**config.mk**
```make
export PLATFORM = sky130hd
export DESIGN_NAME = pmfd_front
export DESIGN_NICKNAME = d
export VERILOG_FILES = /design/src/sv/pmfd_pkg.sv /design/src/sv/pmfd_front.sv
export SDC_FILE = /design/constraint.sdc
export NUM_CORES = 1
export LEC_CHECK = 0
export BUFFER_PORTS_ARGS = -buffer_cell sky130_fd_sc_hd__buf_2
export CORE_AREA = 2 2 92 94
export DETAILED_ROUTE_END_ITERATION = 16
export DIE_AREA = 0 0 94 96
export SYNTH_ARGS = -nofsm -noshare
export SYNTH_HDL_FRONTEND = slang
export SYNTH_SLANG_ARGS = --single-unit
```
**constraint.sdc**
```tcl
create_clock -name vclk -period 0.8
set_input_delay 0.08 -clock vclk [all_inputs]
set_output_delay 0.08 -clock vclk [all_outputs]
set_load 0.01 [all_outputs]
```
**src/sv/pmfd_pkg.sv**
```systemverilog
// Shared constants, types and helpers for the multitap fractional delay block.
package pmfd_pkg;

  localparam int SAMPLE_BITS = 24;
  localparam int FRAC_BITS   = 8;
  localparam int HIST_DEPTH  = 1024;
  localparam int ADDR_BITS   = $clog2(HIST_DEPTH);
  localparam int WHOLE_BITS  = 10;
  localparam int DELAY_BITS  = WHOLE_BITS + FRAC_BITS;
  localparam int OUT_BITS    = SAMPLE_BITS + 4;
  localparam int TAP_COUNT   = 5;
  localparam int TAP_IDX_BITS = $clog2(TAP_COUNT);
  localparam int READ_COUNT  = 2 * TAP_COUNT;
  localparam int CNT_BITS    = $clog2(READ_COUNT);
  localparam int FILL_BITS   = ADDR_BITS + 1;
  localparam int DIFF_BITS   = SAMPLE_BITS + 1;
  localparam int PROD_BITS   = DIFF_BITS + FRAC_BITS + 1;
  localparam int TAP_W       = SAMPLE_BITS + 2;
  localparam int IN_BITS     = SAMPLE_BITS + TAP_COUNT * DELAY_BITS;
  localparam int IN_TDATA_BITS  = ((IN_BITS + 7) / 8) * 8;
  localparam int OUT_TDATA_BITS = ((OUT_BITS + 7) / 8) * 8;
  localparam int QUEUE_DEPTH = 2;
  localparam int QPTR_BITS   = $clog2(QUEUE_DEPTH);

  // largest legal delay: (HIST_DEPTH-1).0 in Q10.FRAC
  localparam logic [DELAY_BITS-1:0] DELAY_LIMIT =
    DELAY_BITS'((HIST_DEPTH - 1) << FRAC_BITS);

  // tap slots (pinna events 2..6)
  localparam logic [TAP_IDX_BITS-1:0] TAP_E2 = TAP_IDX_BITS'(0);
  localparam logic [TAP_IDX_BITS-1:0] TAP_E3 = TAP_IDX_BITS'(1);
  localparam logic [TAP_IDX_BITS-1:0] TAP_E4 = TAP_IDX_BITS'(2);
  localparam logic [TAP_IDX_BITS-1:0] TAP_E5 = TAP_IDX_BITS'(3);
  localparam logic [TAP_IDX_BITS-1:0] TAP_E6 = TAP_IDX_BITS'(4);

  typedef struct packed {
    logic [WHOLE_BITS-1:0] whole;
    logic [FRAC_BITS-1:0]  frac;
  } tap_t;

  typedef struct packed {
    tap_t [TAP_COUNT-1:0]         taps;
    logic signed [SAMPLE_BITS-1:0] sample;
  } job_t;

  typedef enum logic [2:0] {
    ST_IDLE,
    ST_WRITE,
    ST_READ,
    ST_DRAIN,
    ST_DONE
  } state_t;

  // tap weight in quarter units: +2, -4, +2, -1, +1
  function automatic logic signed [OUT_BITS-1:0] weigh(
    input logic [TAP_IDX_BITS-1:0] idx,
    input logic signed [TAP_W-1:0] t
  );
    logic signed [OUT_BITS-1:0] x;
    logic signed [OUT_BITS-1:0] r;
    x = OUT_BITS'(t);
    case (idx)
      TAP_E2:  r = x <<< 1;
      TAP_E3:  r = -(x <<< 2);
      TAP_E4:  r = x <<< 1;
      TAP_E5:  r = -x;
      TAP_E6:  r = x;
      default: r = '0;
    endcase
    return r;
  endfunction

endpackage

```
**src/sv/pmfd_front.sv**
```systemverilog
// Front end: unpacks an input beat and clamps the five tap delays.
module pmfd_front import pmfd_pkg::*; (
  input  logic                     in_valid,
  output logic                     in_ready,
  input  logic [IN_TDATA_BITS-1:0] in_data,
  output logic                     out_valid,
  input  logic                     out_ready,
  output job_t                     out_job
);

  logic [DELAY_BITS-1:0] delay [TAP_COUNT];
  logic [DELAY_BITS-1:0] clamped [TAP_COUNT];

  assign out_valid = in_valid;
  assign in_ready  = out_ready;

  always_comb begin
    out_job.sample = in_data[SAMPLE_BITS-1:0];
    for (int i = 0; i < TAP_COUNT; i++) begin
      delay[i]   = in_data[SAMPLE_BITS + i*DELAY_BITS +: DELAY_BITS];
      clamped[i] = (delay[i] > DELAY_LIMIT) ? DELAY_LIMIT : delay[i];
      out_job.taps[i].whole = clamped[i][DELAY_BITS-1:FRAC_BITS];
      out_job.taps[i].frac  = clamped[i][FRAC_BITS-1:0];
    end
  end

endmodule

```
==> results of run 1 <==
==> cell type report <==
| class | count | area [µm²] | share of cell area |
|---|---|---|---|
| multi-input cells | 55 | 485 | 0.254 |
| repair buffers | 188 | 1140 | 0.598 |
| well taps | 105 | 131 | 0.0688 |
| inverters | 40 | 150 | 0.0786 |
==> path summary, 6_finish.rpt <==
check                    endpoint  slack [ns]  cells past startpoint
worst min-delay path   out_job[0]        0.16                      0
worst max-delay path  out_job[60]      -0.002                      4
==> through the flow <==
stage               setup WS [ns]  area, µm²  setup TNS (ns)  cells
floorplan                  0.0688       1040               0    186
global placement          -0.0998       1600           -3.03    387
detailed placement         -0.121       1600           -3.59    387
CTS                       -0.0117       1720         -0.0167    387
global route              -0.0464       1910          -0.729    388
finish                   -0.00193       1910        -0.00193    388
==> cell families (layout without fill, tap and decap cells) <==
group	Yosys count	count (layout)	synth area share
and+or+nand+nor	15	15	0.114
buffers and inverters	131	228	0.645
AOI/OAI and AO/OA	40	40	0.241
==> placed cells by master, fill, tap and decap left out <==
master / synthesis / routed
buf_2: 0 / 151
inv_1: 40 / 40
a31oi_1: 40 / 33
buf_6: 10 / 29
and4_4: 0 / 10
buf_4: 26 / 8
and2_4: 0 / 5
a31oi_4: 0 / 4
a31oi_2: 0 / 3
==> repair_timing <==
action                                  CTS  global route
hold buffers                              0             0
pin swaps                                14            43
buffers inserted                          0             1
endpoints found under the setup margin   40            37
gates resized for setup                  39            27
==> routing by layer <==
metal / wire, µm / part of all wire / vias up / track usage
met4: 50 / 0.012 / 0 / 0.00966
met3: 456 / 0.11 / 4 / 0.0149
met5: 0 / 0 / - / 0
met2: 2230 / 0.53 / 112 / 0.133
met1: 1460 / 0.35 / 677 / 0.0805
li1: - / - / 731 / -
==> power breakdown <==
part / internal, mW / switching [mW] / total (mW)
logic: 0.517 / 0.436 / 0.953
clock network: 0 / 0 / 0
registers: 0 / 0 / 0
==> results.cfg, run 1 <==
[placement]
io_buffers = 180
dp_hpwl_mm = 3.56
gp_congestion = 0.743

[power_and_ir_drop]
finalPower_mw = 0.953
vdd_ir_drop_max_mv = 0.209
powerDensity_nw_per_um2 = 499
leakagePower_nw = 1.15

[timing]
min_period_ns = 0.802
grt_setup_unrepaired = yes
finalSetupViolCount = 1
relSlewSlack = 0.899
report.final.slew_viol_count = 0
setup_slack_ns = -0.00193
tightest_slew_ns = 0.151
fin_crit_sh = 1.00
hold_slack_ns = 0.160
finalHoldViolations = 0
max_freq_ghz = 1.25

[run_status]
status = complete, but fails checks
violations = negative setup slack

[cells_and_area]
syn_to_final_growth_pct = 83.6
final_core_util = 0.237
nClkBuffers = 0
diodes = 0
nFillCells = 896
drive_gt1_frac = 0.742
register_area_um2 = 0
num-nets-final = 407
seq_cells = 0

[grt]
track_usage = 0.0695
grt_pass1_vias = 1148
antenna_found_initial = 0
grt_pass1_wl_mm = 5.30
gr-total-overflow = 0
grt_max_degree = 9

[setup_path]
crit_buf_inv = 2
crit_type = in2out
cpPeakStageDelay_ns = 0.22
crit_family = buffers and inverters
crit_fanout = 8
slowest_stage = and4_4
required_ns = 0.72
start_kind = primary input
critPathArrivalTime_ns = 0.72
endpoint_kind = output pin
crit_chain = buf_6 -> and4_4 -> a31oi_1 -> buf_2
worstSetupStartpoint = in_data[75]

[synthesis]
ys_top_cells_by_count = 50 x clkbuf_1, 40 x a31oi_1, 40 x inv_1
syn_area_um2 = 1040
yosysTopAreaCell = a31oi_1
syn_avg_cell_area_um2 = 5.59
ys_seq_area_frac = 0
yosysWarnings = 0
synthTopCellsByArea = a31oi_1 24%, buf_4 19%, clkbuf_1 18%
syn_nets = 308
synthCells = 186
yosysTopAreaCellShare = 0.241
yosysUniqueCellTypes = 8
yosysMostFrequentCell = clkbuf_1

[die]
die_w_um = 94
rows = 33
core_area_um2 = 8050
die_area_um2 = 9020
die_h_um = 96
pin_count = 238
initial_core_util = 0.129

[detailed_routing]
routedWlPerCell_um = 10.8
via_per_inst = 3.93
drtIter0Drc = 38
antenna_left = 0
routed_wl_mm = 4.20
dr_total_vias = 1524
dr.pass1.iters = 4
drc = 0

[job]
cap_viol_max_count = 0

[min_path]
hp-start = in_data[0]
worstHoldPathType = in2out
(Power assumes the default switching activity.)
==> run 2, diff against run 1 <==
--- a/config.mk
+++ b/config.mk
@@ -9,6 +9,9 @@
 export CORE_AREA = 2 2 92 94
 export DETAILED_ROUTE_END_ITERATION = 16
 export DIE_AREA = 0 0 94 96
+export GPL_TIMING_DRIVEN = 0
+export MAX_ROUTING_LAYER = met4
+export SETUP_SLACK_MARGIN = 0.1
 export SYNTH_ARGS = -nofsm -noshare
 export SYNTH_HDL_FRONTEND = slang
 export SYNTH_SLANG_ARGS = --single-unit
==> results.cfg, run 2 (synthesis gave the netlist of run 1 again) <==
[placement]
place_inst = 497
dp_slack_ns = -0.179
dp_hpwl_mm = 4.19
gp_congestion = 0.717
io_buffers = 206
place_area_um2 = 2200

[grt]
gr-total-overflow = 0
grt_pass1_vias = 1607
grt_max_degree = 9
grt_pass1_wl_mm = 6.67
track_usage = 0.0893
antenna_found_initial = 0

[min_path]
worstHoldPathType = in2out

[power_and_ir_drop]
finalPower_mw = 1.28
powerDensity_nw_per_um2 = 491
leakagePower_nw = 1.50
vdd_ir_drop_max_mv = 0.234

[setup_path]
start_kind = primary input
crit_type = in2out
endpoint_kind = output pin
crit_fanout = 8
required_ns = 0.72
critPathArrivalTime_ns = 0.85

[cells_and_area]
nFillCells = 856
stdcell_count = 500
stdcell_area_um2 = 2620
nClkBuffers = 0
syn_to_final_growth_pct = 152
seq_cells = 0
drive_gt1_frac = 0.663
register_area_um2 = 0
diodes = 0
final_common_cell = buf_2
mostFrequentLayoutCells = 173 x buf_2, 50 x clkbuf_1, 44 x buf_6, 40 x inv_1, 31 x buf_4
num-nets-final = 519

[die]
die_area_um2 = 9020
die_h_um = 96
die_w_um = 94
rows = 33
core_area_um2 = 8050
pin_count = 238
initial_core_util = 0.129

[timing]
max_freq_ghz = 1.08
finalSetupViolCount = 40
finalHoldViolations = 0
tightest_slew_ns = 0.182
hold_slack_ns = 0.343
min_period_ns = 0.927
report.final.slew_viol_count = 0
grt_setup_unrepaired = yes
fin_crit_sh = 1.16
setup_slack_ns = -0.127
relSlewSlack = 0.878

[detailed_routing]
dr.pass1.iters = 4
wl_met2_mm = 2.82
drt-met1-wl_mm = 1.76
met3WireLength_um = 419
via_per_inst = 3.75
dr_total_vias = 1874
routed_wl_mm = 5.01
drtIter0Drc = 17
routedWlPerCell_um = 10.0
antenna_left = 0
routed.top_layer = met4
drc = 0

[job]
cap_viol_max_count = 0

[run_status]
status = complete, but fails checks
violations = negative setup slack
run 2: cell count changes in the layout (fill, tap and decap cells not counted), moves of 2 or more:
cell      delta
a31oi_1      -5
a31oi_2      -2
a31oi_4      +7
and2_1       +5
and2_4       -5
and4_1      +10
and4_4      -10
buf_2       +22
buf_4       +23
buf_6       +15
clkbuf_1    +50
run 2: layer usage:
layer	global-route usage	up-vias
met3	0.00392	2
met5	-	-
li1	-	955
met1	0.0969	801
met4	0.00362	0
met2	0.187	116
run 2: area by class of cell:
class                      count  area [µm²]  share of cell area
timing repair buffer         209        1270               0.484
buffer                        91         528               0.202
multi-input combinational     55         541               0.207
tap                          105         131              0.0502
inverter                      40         150              0.0574
run 2: timing repair:
item                                    4_1_cts  5_1_grt
gates cloned                                  0        0
hold buffers                                  0        0
endpoints found under the hold margin         0        0
resized for setup                            26       35
buffers inserted                              1        2
endpoints found under the setup margin       40       40
pin swaps                                    22       35
run 2: path summary, 6_finish.rpt:
| path | start | end | slack, ns | depth (start not counted) |
|---|---|---|---|---|
| min | in_data[22] | out_job[22] | 0.34 | 2 |
| max | in_data[77] | out_job[60] | -0.13 | 5 |
run 2: per-stage QoR:
stage | util | TNS [ns]
after floorplan | - | 0
final | 0.325 | -4.00
after CTS | 0.295 | -3.73
after global routing | 0.325 | -5.22
after global placement | 0.274 | -4.05
after detailed placement | 0.274 | -4.41
run 2: power breakdown:
| part | total [mW] | internal, mW | switching, mW |
|---|---|---|---|
| Clock | 0 | 0 | 0 |
| Combinational | 1.28 | 0.721 | 0.564 |
| Sequential | 0 | 0 | 0 |
run 2: critical path, cell delays in order:
cell and delay [ns]:
buf_6 0.09, and4_1 0.20, buf_6 0.15, a31oi_1 0.16
buf_2 0.15
==> run 3, diff against run 2 <==
--- a/config.mk
+++ b/config.mk
@@ -6,11 +6,14 @@
 export NUM_CORES = 1
 export LEC_CHECK = 0
 export BUFFER_PORTS_ARGS = -buffer_cell sky130_fd_sc_hd__buf_2
-export CORE_AREA = 2 2 92 94
+export CELL_PAD_IN_SITES_DETAIL_PLACEMENT = 2
+export CELL_PAD_IN_SITES_GLOBAL_PLACEMENT = 2
+export CORE_AREA = 2 2 105 107
 export DETAILED_ROUTE_END_ITERATION = 16
-export DIE_AREA = 0 0 94 96
+export DIE_AREA = 0 0 107 109
 export GPL_TIMING_DRIVEN = 0
 export MAX_ROUTING_LAYER = met4
+export PLACE_DENSITY_LB_ADDON = 0.1
 export SETUP_SLACK_MARGIN = 0.1
 export SYNTH_ARGS = -nofsm -noshare
 export SYNTH_HDL_FRONTEND = slang
==> results.cfg, run 3 (synthesis gave the netlist of run 1 again) <==
[min_path]
whs_endpoint = out_job[7]
worstHoldPathType = in2out
hp-start = in_data[7]
whs_path_depth = 2

[detailed_routing]
dr_total_vias = 1929
antenna_left = 0
dr.pass1.iters = 2
routedWlPerCell_um = 12.1
drtIter0Drc = 35
routed_wl_mm = 6.44
drc = 0
via_per_inst = 3.61

[cells_and_area]
nFillCells = 1326
seq_cells = 0
drive_gt1_frac = 0.673
mostFrequentLayoutCells = 172 x buf_2, 50 x clkbuf_1, 45 x buf_6, 40 x inv_1, 30 x buf_4
nClkBuffers = 0
num-nets-final = 518
syn_to_final_growth_pct = 160
final_common_cell = buf_2
diodes = 0
register_area_um2 = 0

[setup_path]
crit_fanout = 8
critPathArrivalTime_ns = 0.86
required_ns = 0.72
endpoint_kind = output pin
start_kind = primary input
crit_type = in2out

[die]
rows = 38
pin_count = 238
die_h_um = 109
initial_core_util = 0.0981
core_area_um2 = 10600
die_area_um2 = 11700
die_w_um = 107

[timing]
min_period_ns = 0.935
finalSetupTns_ns = -4.03
finalHoldViolations = 0
max_freq_ghz = 1.07
fin_crit_sh = 1.17
finalSetupViolCount = 40
tightest_slew_ns = 0.195
report.final.slew_viol_count = 0
setup_slack_ns = -0.135
grt_setup_unrepaired = yes
relSlewSlack = 0.870

[cts]
cts_hold_buf = 0

[placement]
gp_congestion = 0.685
dp_hpwl_mm = 5.69
io_buffers = 206
dp_slack_ns = -0.178

[run_status]
status = complete, but fails checks
violations = negative setup slack

[power_and_ir_drop]
leakagePower_nw = 1.50
vdd_ir_drop_max_mv = 0.121
powerDensity_nw_per_um2 = 489

[grt]
track_usage = 0.0965
antenna_found_initial = 0
grt_pass1_wl_mm = 9.16
gr-total-overflow = 0
grt_pass1_vias = 1884
grt_max_degree = 9

[job]
cap_viol_max_count = 0
run 3: changes by cell type in the layout (fill, tap and decap cells not counted), sizes merged:
cell / before / now
clkbuf: 52 / 51
run 3: worst max-delay path by stage:
stage | startpoint | end | cells after the start
after floorplan | in_data[110] | out_job[100] | 3
after global placement | in_data[87] | out_job[78] | 5
after detailed placement | in_data[87] | out_job[79] | 5
after CTS | in_data[104] | out_job[96] | 5
after global routing | in_data[75] | out_job[66] | 5
final | in_data[75] | out_job[66] | 5
run 3: timing repair:
action                                  CTS  global route
endpoints found under the setup margin   40            40
resized for setup                        28            46
pin swaps                                37            19
buffers inserted                          2             0
run 3: routing by layer:
metal,share of wire,up-vias,GRT usage
li1,-,946,-
met1,0.35,865,0.108
met2,0.55,118,0.194
met3,0.095,0,0.0126
met4,0,0,0
met5,0,-,-
run 3: final cells by class:
| cell class | count | area [µm²] | share of cell area |
|---|---|---|---|
| multi-input cells | 55 | 567 | 0.210 |
| plain buffers | 91 | 543 | 0.201 |
| inverters | 40 | 150 | 0.0556 |
| repair buffers | 208 | 1260 | 0.468 |
| well taps | 140 | 175 | 0.0649 |
run 3: where the power goes:
group	switching (mW)	internal [mW]	total [mW]
clock	0	0	0
combinational	0.588	0.733	1.32
sequential	0	0	0
run 3: stage by stage:
step	cell area (µm²)	hold slack [ns]	utilization	total power, mW	instances
2_1_floorplan	1040	0.244	-	0.537	186
3_3_place_gp	2250	0.345	0.212	1.11	532
3_5_place_dp	2250	0.345	0.212	1.13	532
4_1_cts	2440	0.345	0.230	1.22	534
5_1_grt	2700	0.348	0.255	1.44	534
6_report	2700	0.343	0.255	1.32	534
run 3: critical path, cell delays in order:
cell,delay (ns)
buf_6,0.09
and4_1,0.19
buf_6,0.15
a31oi_1,0.17
buf_2,0.17
