===== src/sv/pmfd_pkg.sv =====
// Shared constants, types and helpers for the multitap fractional delay block.
package pmfd_pkg;

  localparam int SAMPLE_BITS = 24;
  localparam int FRAC_BITS   = 8;
  localparam int HIST_DEPTH  = 1024;
  localparam int ADDR_BITS   = $clog2(HIST_DEPTH);
  localparam int WHOLE_BITS  = 10;
  localparam int DELAY_BITS  = WHOLE_BITS + FRAC_BITS;
  localparam int OUT_BITS    = SAMPLE_BITS + 4;
  localparam int TAP_COUNT   = 5;
  localparam int TAP_IDX_BITS = $clog2(TAP_COUNT);
  localparam int READ_COUNT  = 2 * TAP_COUNT;
  localparam int CNT_BITS    = $clog2(READ_COUNT);
  localparam int FILL_BITS   = ADDR_BITS + 1;
  localparam int DIFF_BITS   = SAMPLE_BITS + 1;
  localparam int PROD_BITS   = DIFF_BITS + FRAC_BITS + 1;
  localparam int TAP_W       = SAMPLE_BITS + 2;
  localparam int IN_BITS     = SAMPLE_BITS + TAP_COUNT * DELAY_BITS;
  localparam int IN_TDATA_BITS  = ((IN_BITS + 7) / 8) * 8;
  localparam int OUT_TDATA_BITS = ((OUT_BITS + 7) / 8) * 8;
  localparam int QUEUE_DEPTH = 2;
  localparam int QPTR_BITS   = $clog2(QUEUE_DEPTH);

  // largest legal delay: (HIST_DEPTH-1).0 in Q10.FRAC
  localparam logic [DELAY_BITS-1:0] DELAY_LIMIT =
    DELAY_BITS'((HIST_DEPTH - 1) << FRAC_BITS);

  // tap slots (pinna events 2..6)
  localparam logic [TAP_IDX_BITS-1:0] TAP_E2 = TAP_IDX_BITS'(0);
  localparam logic [TAP_IDX_BITS-1:0] TAP_E3 = TAP_IDX_BITS'(1);
  localparam logic [TAP_IDX_BITS-1:0] TAP_E4 = TAP_IDX_BITS'(2);
  localparam logic [TAP_IDX_BITS-1:0] TAP_E5 = TAP_IDX_BITS'(3);
  localparam logic [TAP_IDX_BITS-1:0] TAP_E6 = TAP_IDX_BITS'(4);

  typedef struct packed {
    logic [WHOLE_BITS-1:0] whole;
    logic [FRAC_BITS-1:0]  frac;
  } tap_t;

  typedef struct packed {
    tap_t [TAP_COUNT-1:0]         taps;
    logic signed [SAMPLE_BITS-1:0] sample;
  } job_t;

  typedef enum logic [2:0] {
    ST_IDLE,
    ST_WRITE,
    ST_READ,
    ST_DRAIN,
    ST_DONE
  } state_t;

  // tap weight in quarter units: +2, -4, +2, -1, +1
  function automatic logic signed [OUT_BITS-1:0] weigh(
    input logic [TAP_IDX_BITS-1:0] idx,
    input logic signed [TAP_W-1:0] t
  );
    logic signed [OUT_BITS-1:0] x;
    logic signed [OUT_BITS-1:0] r;
    x = OUT_BITS'(t);
    case (idx)
      TAP_E2:  r = x <<< 1;
      TAP_E3:  r = -(x <<< 2);
      TAP_E4:  r = x <<< 1;
      TAP_E5:  r = -x;
      TAP_E6:  r = x;
      default: r = '0;
    endcase
    return r;
  endfunction

endpackage


===== src/sv/pmfd_queue.sv =====
// Short job queue between the front end and the tap engine.
module pmfd_queue import pmfd_pkg::*; (
  input  logic clk,
  input  logic rst,
  input  logic push_valid,
  output logic push_ready,
  input  job_t push_job,
  output logic pop_valid,
  input  logic pop,
  output job_t pop_job
);

  job_t                 entries [QUEUE_DEPTH];
  logic [QPTR_BITS-1:0] wr_ptr;
  logic [QPTR_BITS-1:0] rd_ptr;
  logic [QPTR_BITS:0]   count;
  logic                 do_push;
  logic                 do_pop;

  assign push_ready = (count != (QPTR_BITS+1)'(QUEUE_DEPTH));
  assign pop_valid  = (count != '0);
  assign pop_job    = entries[rd_ptr];
  assign do_push    = push_valid && push_ready;
  assign do_pop     = pop && pop_valid;

  always_ff @(posedge clk) begin
    if (do_push) begin
      entries[wr_ptr] <= push_job;
    end
  end

  always_ff @(posedge clk) begin
    if (rst) begin
      wr_ptr <= '0;
      rd_ptr <= '0;
      count  <= '0;
    end else begin
      if (do_push) begin
        wr_ptr <= wr_ptr + 1'b1;
      end
      if (do_pop) begin
        rd_ptr <= rd_ptr + 1'b1;
      end
      case ({do_push, do_pop})
        2'b10:   count <= count + 1'b1;
        2'b01:   count <= count - 1'b1;
        default: count <= count;
      endcase
    end
  end

endmodule


===== config.mk =====
export PLATFORM = sky130hd
export DESIGN_NAME = pmfd_queue
export DESIGN_NICKNAME = d
export VERILOG_FILES = /design/src/sv/pmfd_pkg.sv /design/src/sv/pmfd_queue.sv
export SDC_FILE = /design/constraint.sdc
export NUM_CORES = 1
export LEC_CHECK = 0
export CORE_ASPECT_RATIO = 0.7
export CORE_MARGIN = 2
export CORE_UTILIZATION = 42
export CTS_CLUSTER_DIAMETER = 150
export DETAILED_ROUTE_END_ITERATION = 12
export DONT_BUFFER_PORTS = 1
export GPL_TIMING_DRIVEN = 0
export SKIP_LAST_GASP = 1
export SLEW_MARGIN = 15
export SYNTH_ARGS = -nofsm -noshare
export SYNTH_HDL_FRONTEND = slang
export SYNTH_SLANG_ARGS = --single-unit

===== constraint.sdc =====
create_clock -name clk -period 4.9 [get_ports clk]
set_input_delay 0.245 -clock clk [delete_from_list [all_inputs] [get_ports clk]]
set_output_delay 0.245 -clock clk [all_outputs]
set_load 0.005 [all_outputs]

==> impl_metrics.env, run 1 <==
export IMPL_async_flop_share=0
export IMPL_drive_gt1_frac=0.307
export IMPL_clock_skew_ns=0.0147
export IMPL_tightest_slew_ns=0.624
export IMPL_path_class="flop to flop"
export IMPL_nNetsFinal=641
export IMPL_relSlewSlack=0.584
export IMPL_synth_fp_nets=498
export IMPL_vias_per_cell=4.86
export IMPL_seqCellArea_um2=6950
export IMPL_grt_pass1_vias=4254
export IMPL_yosys_warnings=0
export IMPL_rows=43
export IMPL_numCtsBuffers=22
export IMPL_status="completed"
export IMPL_ys_seq_area_frac=0.821
export IMPL_worstReg2RegStart="count[0]$_SDFFE_PP0P_"
export IMPL_min_path_type="input port to flop"
export IMPL_peakVddDrop_mv=0.503
export IMPL_r2r_worst_path_cells=4
export IMPL_drv_cap=0
export IMPL_ys_top_cells_by_count="edfxtp_1 (228), mux2_2 (114), buf_6 (7), buf_2 (6), dfxtp_1 (5)"
export IMPL_yosysMostFrequentCell="edfxtp_1"
export IMPL_fin_crit_sh=0.433
export IMPL_synth_edf_count=228
export IMPL_worst_setup_path_start_kind="flop"
export IMPL_root_buffer="clkbuf_16"
export IMPL_synth_seq_cells=233
export IMPL_post_dp_cell_area_um2=8880
export IMPL_initial_core_util=0.427
export IMPL_synthTopCellsByArea="edfxtp_1 (81%), mux2_2 (15%), dfxtp_1 (1.2%)"
export IMPL_setup_tns_ns=0
export IMPL_worst_ep_required_time_ns=5.06
export IMPL_core_um2=19800
export IMPL_antenna_found_initial=0
export IMPL_syn_cell_area_um2=8460
export IMPL_final_antenna_net_count=0
export IMPL_cts_buffer_depth=3
export IMPL_p_per_area_nw_per_um2=491
export IMPL_finalHoldViolations=0
export IMPL_cp_max_fo=62
export IMPL_io_pins=234
export IMPL_htree_levels=1
export IMPL_multi_input_area_um2=1410
export IMPL_drt_first_pass_iters=4
export IMPL_end_kind="flop"
export IMPL_gp_congestion=0.728
export IMPL_fmax_mhz=472
export IMPL_wl_per_cell_um=19.6
export IMPL_yosysTopAreaCell="edfxtp_1"
export IMPL_grt_usage=0.143
export IMPL_rsz0062_at_grt="no"
export IMPL_ys_types=20
export IMPL_diodes=0
export IMPL_hold_depth=3
export IMPL_cts_clk_slew_worst_paths_ns=0.06
export IMPL_slew_violations=0
export IMPL_tritoncts="done"
export IMPL_hold_start="pop"
export IMPL_numClockSinks=233
export IMPL_avgSynthCellArea_um2=22.3
export IMPL_p_leak_nw=3.56
export IMPL_ys_flop_type="edfxtp_1"
export IMPL_port_buffers=0
export IMPL_arrival_ns=2.28
export IMPL_stdcell_area_um2=10700
export IMPL_overflow=0
export IMPL_clock_latency_ns=0.50
export IMPL_grt_pass1_wl_um=23600
export IMPL_via_count=3921
export IMPL_netlist_area_leader_share=0.809
export IMPL_setup_viol=0
export IMPL_wirelength_um=15800
export IMPL_r2r_end="entries[0][65]$_DFFE_PP_"
export IMPL_dp_hpwl_um=9880
export IMPL_fin_crit_ns=2.12
export IMPL_dieArea_um2=21300
export IMPL_synth_cells=379
export IMPL_area_delta_synth_final_pct=26.7
export IMPL_first_iter_violations=147
export IMPL_regToRegSetupSlack_ns=2.78
export IMPL_grt_max_degree=63
export IMPL_drcViolationCount=0
export IMPL_die_w_um=174
export IMPL_fill_cells=1563
export IMPL_die_h_um=123
export IMPL_cts_setup_buffers=0
==> cells by family (layout without fill, tap and decap cells) <==
| group | Yosys count | in the layout | synth area share |
|---|---|---|---|
| flip-flops | 233 | 233 | 0.821 |
| multiplexers | 114 | 114 | 0.152 |
| buffers and inverters | 14 | 172 | 0.0133 |
| AND/OR/NAND/NOR | 9 | 9 | 0.00562 |
| AO/OA/AOI/OAI | 5 | 5 | 0.00384 |
| XOR/XNOR | 3 | 3 | 0.00311 |
| adder cells (fa/ha/maj) | 1 | 1 | 0.00148 |
==> flip-flops by register name, indices dropped and copies added (netlist names), named ones only <==
name	cells
wr_ptr	1
rd_ptr	1
count	2
entries	228
==> stage by stage <==
| stage | instances | total power, mW | setup WS, ns | hold WS, ns | util |
|---|---|---|---|---|---|
| 2_1_floorplan | 379 | 3.41 | 1.12 | 0.314 | - |
| 3_3_place_gp | 649 | 3.64 | -0.115 | 0.316 | 0.444 |
| 3_5_place_dp | 652 | 3.65 | 2.79 | 0.320 | 0.449 |
| 4_1_cts | 807 | 5.34 | 2.77 | 0.0627 | 0.542 |
| 5_1_grt | 807 | 5.51 | 2.63 | 0.0974 | 0.542 |
| 6_report | 807 | 5.26 | 2.78 | 0.0927 | 0.542 |
==> layer usage <==
| metal | up-vias | part of all wire | global-route usage |
|---|---|---|---|
| li1 | 1788 | - | - |
| met1 | 1931 | 0.41 | 0.178 |
| met2 | 177 | 0.47 | 0.230 |
| met3 | 25 | 0.11 | 0.0623 |
| met4 | 0 | 0.021 | 0.0373 |
| met5 | - | 0 | 0 |
==> layout make-up <==
class,instances,share of cell area
tap,270,0.0315
sequential,233,0.648
timing repair buffer,119,0.115
clock buffer,25,0.0544
multi-input combinational,132,0.131
inverter,1,0.000817
buffer,13,0.0102
clock inverter,14,0.00864
==> critical path: stages, from the launching register on <==
cell	delay, ns
dfxtp_1	0.43
nand2b_1	0.27
nand3b_1	0.21
inv_6	0.48
buf_16	0.32
==> cells in the final DEF (no fill, tap or decap) <==
cell type      count
buf_12             1
o21ai_0            1
or3_1              1
dlygate4sd3_1    116
o21a_1             1
inv_6              1
nor2_1             3
nand2_1            1
xnor2_1            2
a21oi_1            2
buf_6              7
buf_2              6
clkbuf_16         23
edfxtp_1         228
and3_4             1
clkbuf_1           2
dfxtp_1            5
ha_1               1
nand3b_1           1
clkinv_2           5
clkinvlp_4         2
clkinv_1           6
or2_2              1
nand2b_1           1
mux2_2           114
a21bo_2            1
xor2_1             1
bufinv_16          1
buf_16             2
==> worst max-delay path by stage <==
| stage | startpoint | endpoint | slack (ns) | cells past startpoint |
|---|---|---|---|---|
| after floorplan | count[0]$_SDFFE_PP0P_ | entries[1][0]$_DFFE_PP_ | 1.12 | 2 |
| after global placement | count[0]$_SDFFE_PP0P_ | entries[1][52]$_DFFE_PP_ | -0.12 | 2 |
| after detailed placement | count[0]$_SDFFE_PP0P_ | entries[0][52]$_DFFE_PP_ | 2.79 | 4 |
| after CTS | count[0]$_SDFFE_PP0P_ | entries[0][60]$_DFFE_PP_ | 2.77 | 4 |
| after global routing | count[0]$_SDFFE_PP0P_ | entries[0][51]$_DFFE_PP_ | 2.63 | 4 |
| final | count[0]$_SDFFE_PP0P_ | entries[0][65]$_DFFE_PP_ | 2.78 | 4 |
==> power by group <==
| part | switching, mW | leakage [nW] | internal [mW] |
|---|---|---|---|
| logic | 0.581 | 1.06 | 0.521 |
| clock network | 0.681 | 0.329 | 0.904 |
| registers | 0.0648 | 2.17 | 2.51 |
| total | 1.33 | 3.56 | 3.94 |
==> timing repair <==
| item | 4_1_cts | 5_1_grt |
|---|---|---|
| resized for setup | 0 | 0 |
| hold buffers | 116 | 0 |
| endpoints found under the hold margin | 233 | 0 |
No activity file was read; power rests on OpenSTA's default activity.
==> inputs of run 2 (changes only) <==
clock period = 1.9 ns   (was 4.9 ns; I/O delays follow)
==> run 2 against run 1 <==
- clock power grew to 2.6 times the previous value
- combinational power grew to 2.7 times the previous value
- power grew to 2.6 times the previous value
- setup slack lost 2.7 ns
- die area is the same
- first-iteration DRC count grew 43%
- critical path type is now flop to output port
==> impl_metrics.env, run 2 (synthesis gave the netlist of run 1 again) <==
export IMPL_overflow=0
export IMPL_post_dp_cell_area_um2=8920
export IMPL_fin_hold_ws_ns=0.0369
export IMPL_arrival_ns=1.69
export IMPL_p_per_area_nw_per_um2=1280
export IMPL_core_um2=19800
export IMPL_slowest_stage="mux2_2"
export IMPL_setup_viol=0
export IMPL_dp_cells=654
export IMPL_die_h_um=123
export IMPL_root_buffer="clkbuf_16"
export IMPL_fin_cells=812
export IMPL_vias_per_cell=4.93
export IMPL_htree_levels=1
export IMPL_finalHoldViolations=0
export IMPL_die_w_um=174
export IMPL_rsz0062_at_grt="no"
export IMPL_gp_congestion=0.674
export IMPL_wl_per_cell_um=20.4
export IMPL_numClockSinks=233
export IMPL_nNetsFinal=646
export IMPL_stdcell_area_um2=10800
export IMPL_tightest_slew_ns=0.445
export IMPL_rows=43
export IMPL_internal_power_mw=10.3
export IMPL_drt_first_pass_iters=4
export IMPL_status="completed"
export IMPL_fmax_mhz=560
export IMPL_slew_violations=0
export IMPL_grt_usage=0.151
export IMPL_r2r_worst_path_cells=4
export IMPL_peakVddDrop_mv=0.745
export IMPL_antenna_found_initial=0
export IMPL_seq_power_share=0.482
export IMPL_wirelength_um=16600
export IMPL_cts_clk_slew_worst_paths_ns=0.06
export IMPL_grt_pass1_wl_um=24400
export IMPL_dp_hpwl_um=10200
export IMPL_slowest_delay_ns=0.39
export IMPL_first_iter_violations=210
export IMPL_area_delta_synth_final_pct=27.8
export IMPL_min_path_type="input port to flop"
export IMPL_cp_max_fo=10
export IMPL_dieArea_um2=21300
export IMPL_drv_cap=0
export IMPL_grt_max_degree=47
export IMPL_numCtsBuffers=22
export IMPL_seqCellArea_um2=6950
export IMPL_port_buffers=0
export IMPL_drive_gt1_frac=0.315
export IMPL_clock_latency_ns=0.49
export IMPL_fin_crit_ns=1.78
export IMPL_fin_crit_sh=0.939
export IMPL_relSlewSlack=0.703
export IMPL_multi_input_area_um2=1420
export IMPL_largest_register="entries"
export IMPL_cts_buffer_depth=3
export IMPL_worst_ep_required_time_ns=1.80
export IMPL_layout_common_cells="edfxtp_1 (228), dlygate4sd3_1 (117), mux2_2 (114)"
export IMPL_p_clk_frac=0.305
export IMPL_diodes=0
export IMPL_fill_cells=1517
export IMPL_final_antenna_net_count=0
export IMPL_path_class="flop to output port"
export IMPL_setup_tns_ns=0
export IMPL_layout_commonest_cell="edfxtp_1"
export IMPL_largest_register_ffs=228
export IMPL_p_switching_mw=3.46
export IMPL_io_pins=234
export IMPL_worst_setup_path_start_kind="flop"
export IMPL_grt_pass1_vias=4212
export IMPL_end_kind="output port"
export IMPL_drcViolationCount=0
export IMPL_p_leak_nw=3.60
export IMPL_p_comb_frac=0.214
export IMPL_cp_common_cell="buf_8"
export IMPL_initial_core_util=0.427
export IMPL_via_count=4000
export IMPL_hold_depth=4
export IMPL_clock_skew_ns=0.00773
export IMPL_path_cells="buf_4 -> buf_8 -> buf_8 -> mux2_2"
export IMPL_tritoncts="done"
export IMPL_top_regs="entries (228), count (2)"
export IMPL_swShare=0.251
## run 2: cell types whose count changed in the layout (fill, tap and decap cells not counted), moves of 2 or more
cell | previous run | this run
buf_6 | 7 | 5
buf_16 | 2 | 0
buf_4 | 0 | 2
buf_12 | 1 | 5
buf_8 | 0 | 2
## run 2: per-stage QoR
| stage | setup WS, ns | util | total power [mW] |
|---|---|---|---|
| global placement | -1.66 | 0.445 | 9.36 |
| global route | 0.00885 | 0.546 | 14.5 |
| detailed placement | -0.161 | 0.450 | 9.47 |
| floorplan | -0.804 | - | 8.77 |
| finish | 0.115 | 0.546 | 13.8 |
| CTS | 0.0324 | 0.546 | 13.9 |
## run 2: worst max-delay path, delay by kind of cell, from the launching register on
kind / cells / cell delay, ns
buf+inv: 3 / 0.48
flops: 1 / 0.31
mux: 1 / 0.39
## run 2: worst paths after layout
path,startpoint,to,slack [ns]
min,push_valid,count[0]$_SDFFE_PP0P_,0.04
max,flop,pop_job[62],0.12
min reg2reg,rd_ptr$_SDFFE_PP0P_,rd_ptr$_SDFFE_PP0P_,0.52
max reg2reg,count[0]$_SDFFE_PP0P_,entries[0][82]$_DFFE_PP_,0.18
## run 2: power by group through the flow
stage          clock network (mW)  registers [mW]  logic, mW
4_1_cts                      4.31            6.65       2.99
5_1_grt                      4.53            6.71       3.21
3_3_place_gp                    0            6.79       2.57
6_report                     4.21            6.65       2.95
2_1_floorplan                   0            6.74       2.03
3_5_place_dp                    0            6.76       2.72
## run 2: metal layers
metal / routed length, um / vias up / global-route usage
li1: - / 1809 / -
met1: 6670 / 1959 / 0.185
met5: 0 / - / 0
met3: 1750 / 29 / 0.0616
met2: 7720 / 203 / 0.245
met4: 469 / 0 / 0.0499
## run 2: area by class of cell
cell class              instances  share of cell area
well taps                     270              0.0312
clock buffers                  25              0.0539
flip-flops and latches        233               0.643
multi-input cells             133               0.132
plain buffers                  13              0.0110
inverters                       1            0.000694
clock inverters                14              0.0106
repair buffers                123               0.118
## run 2: repair_timing
item,CTS,global route
cloned,1,0
gates resized for setup,2,1
hold endpoints to repair,233,0
pin swaps,1,0
buffers inserted,1,0
hold buffers,117,0
endpoints found under the setup margin,72,3
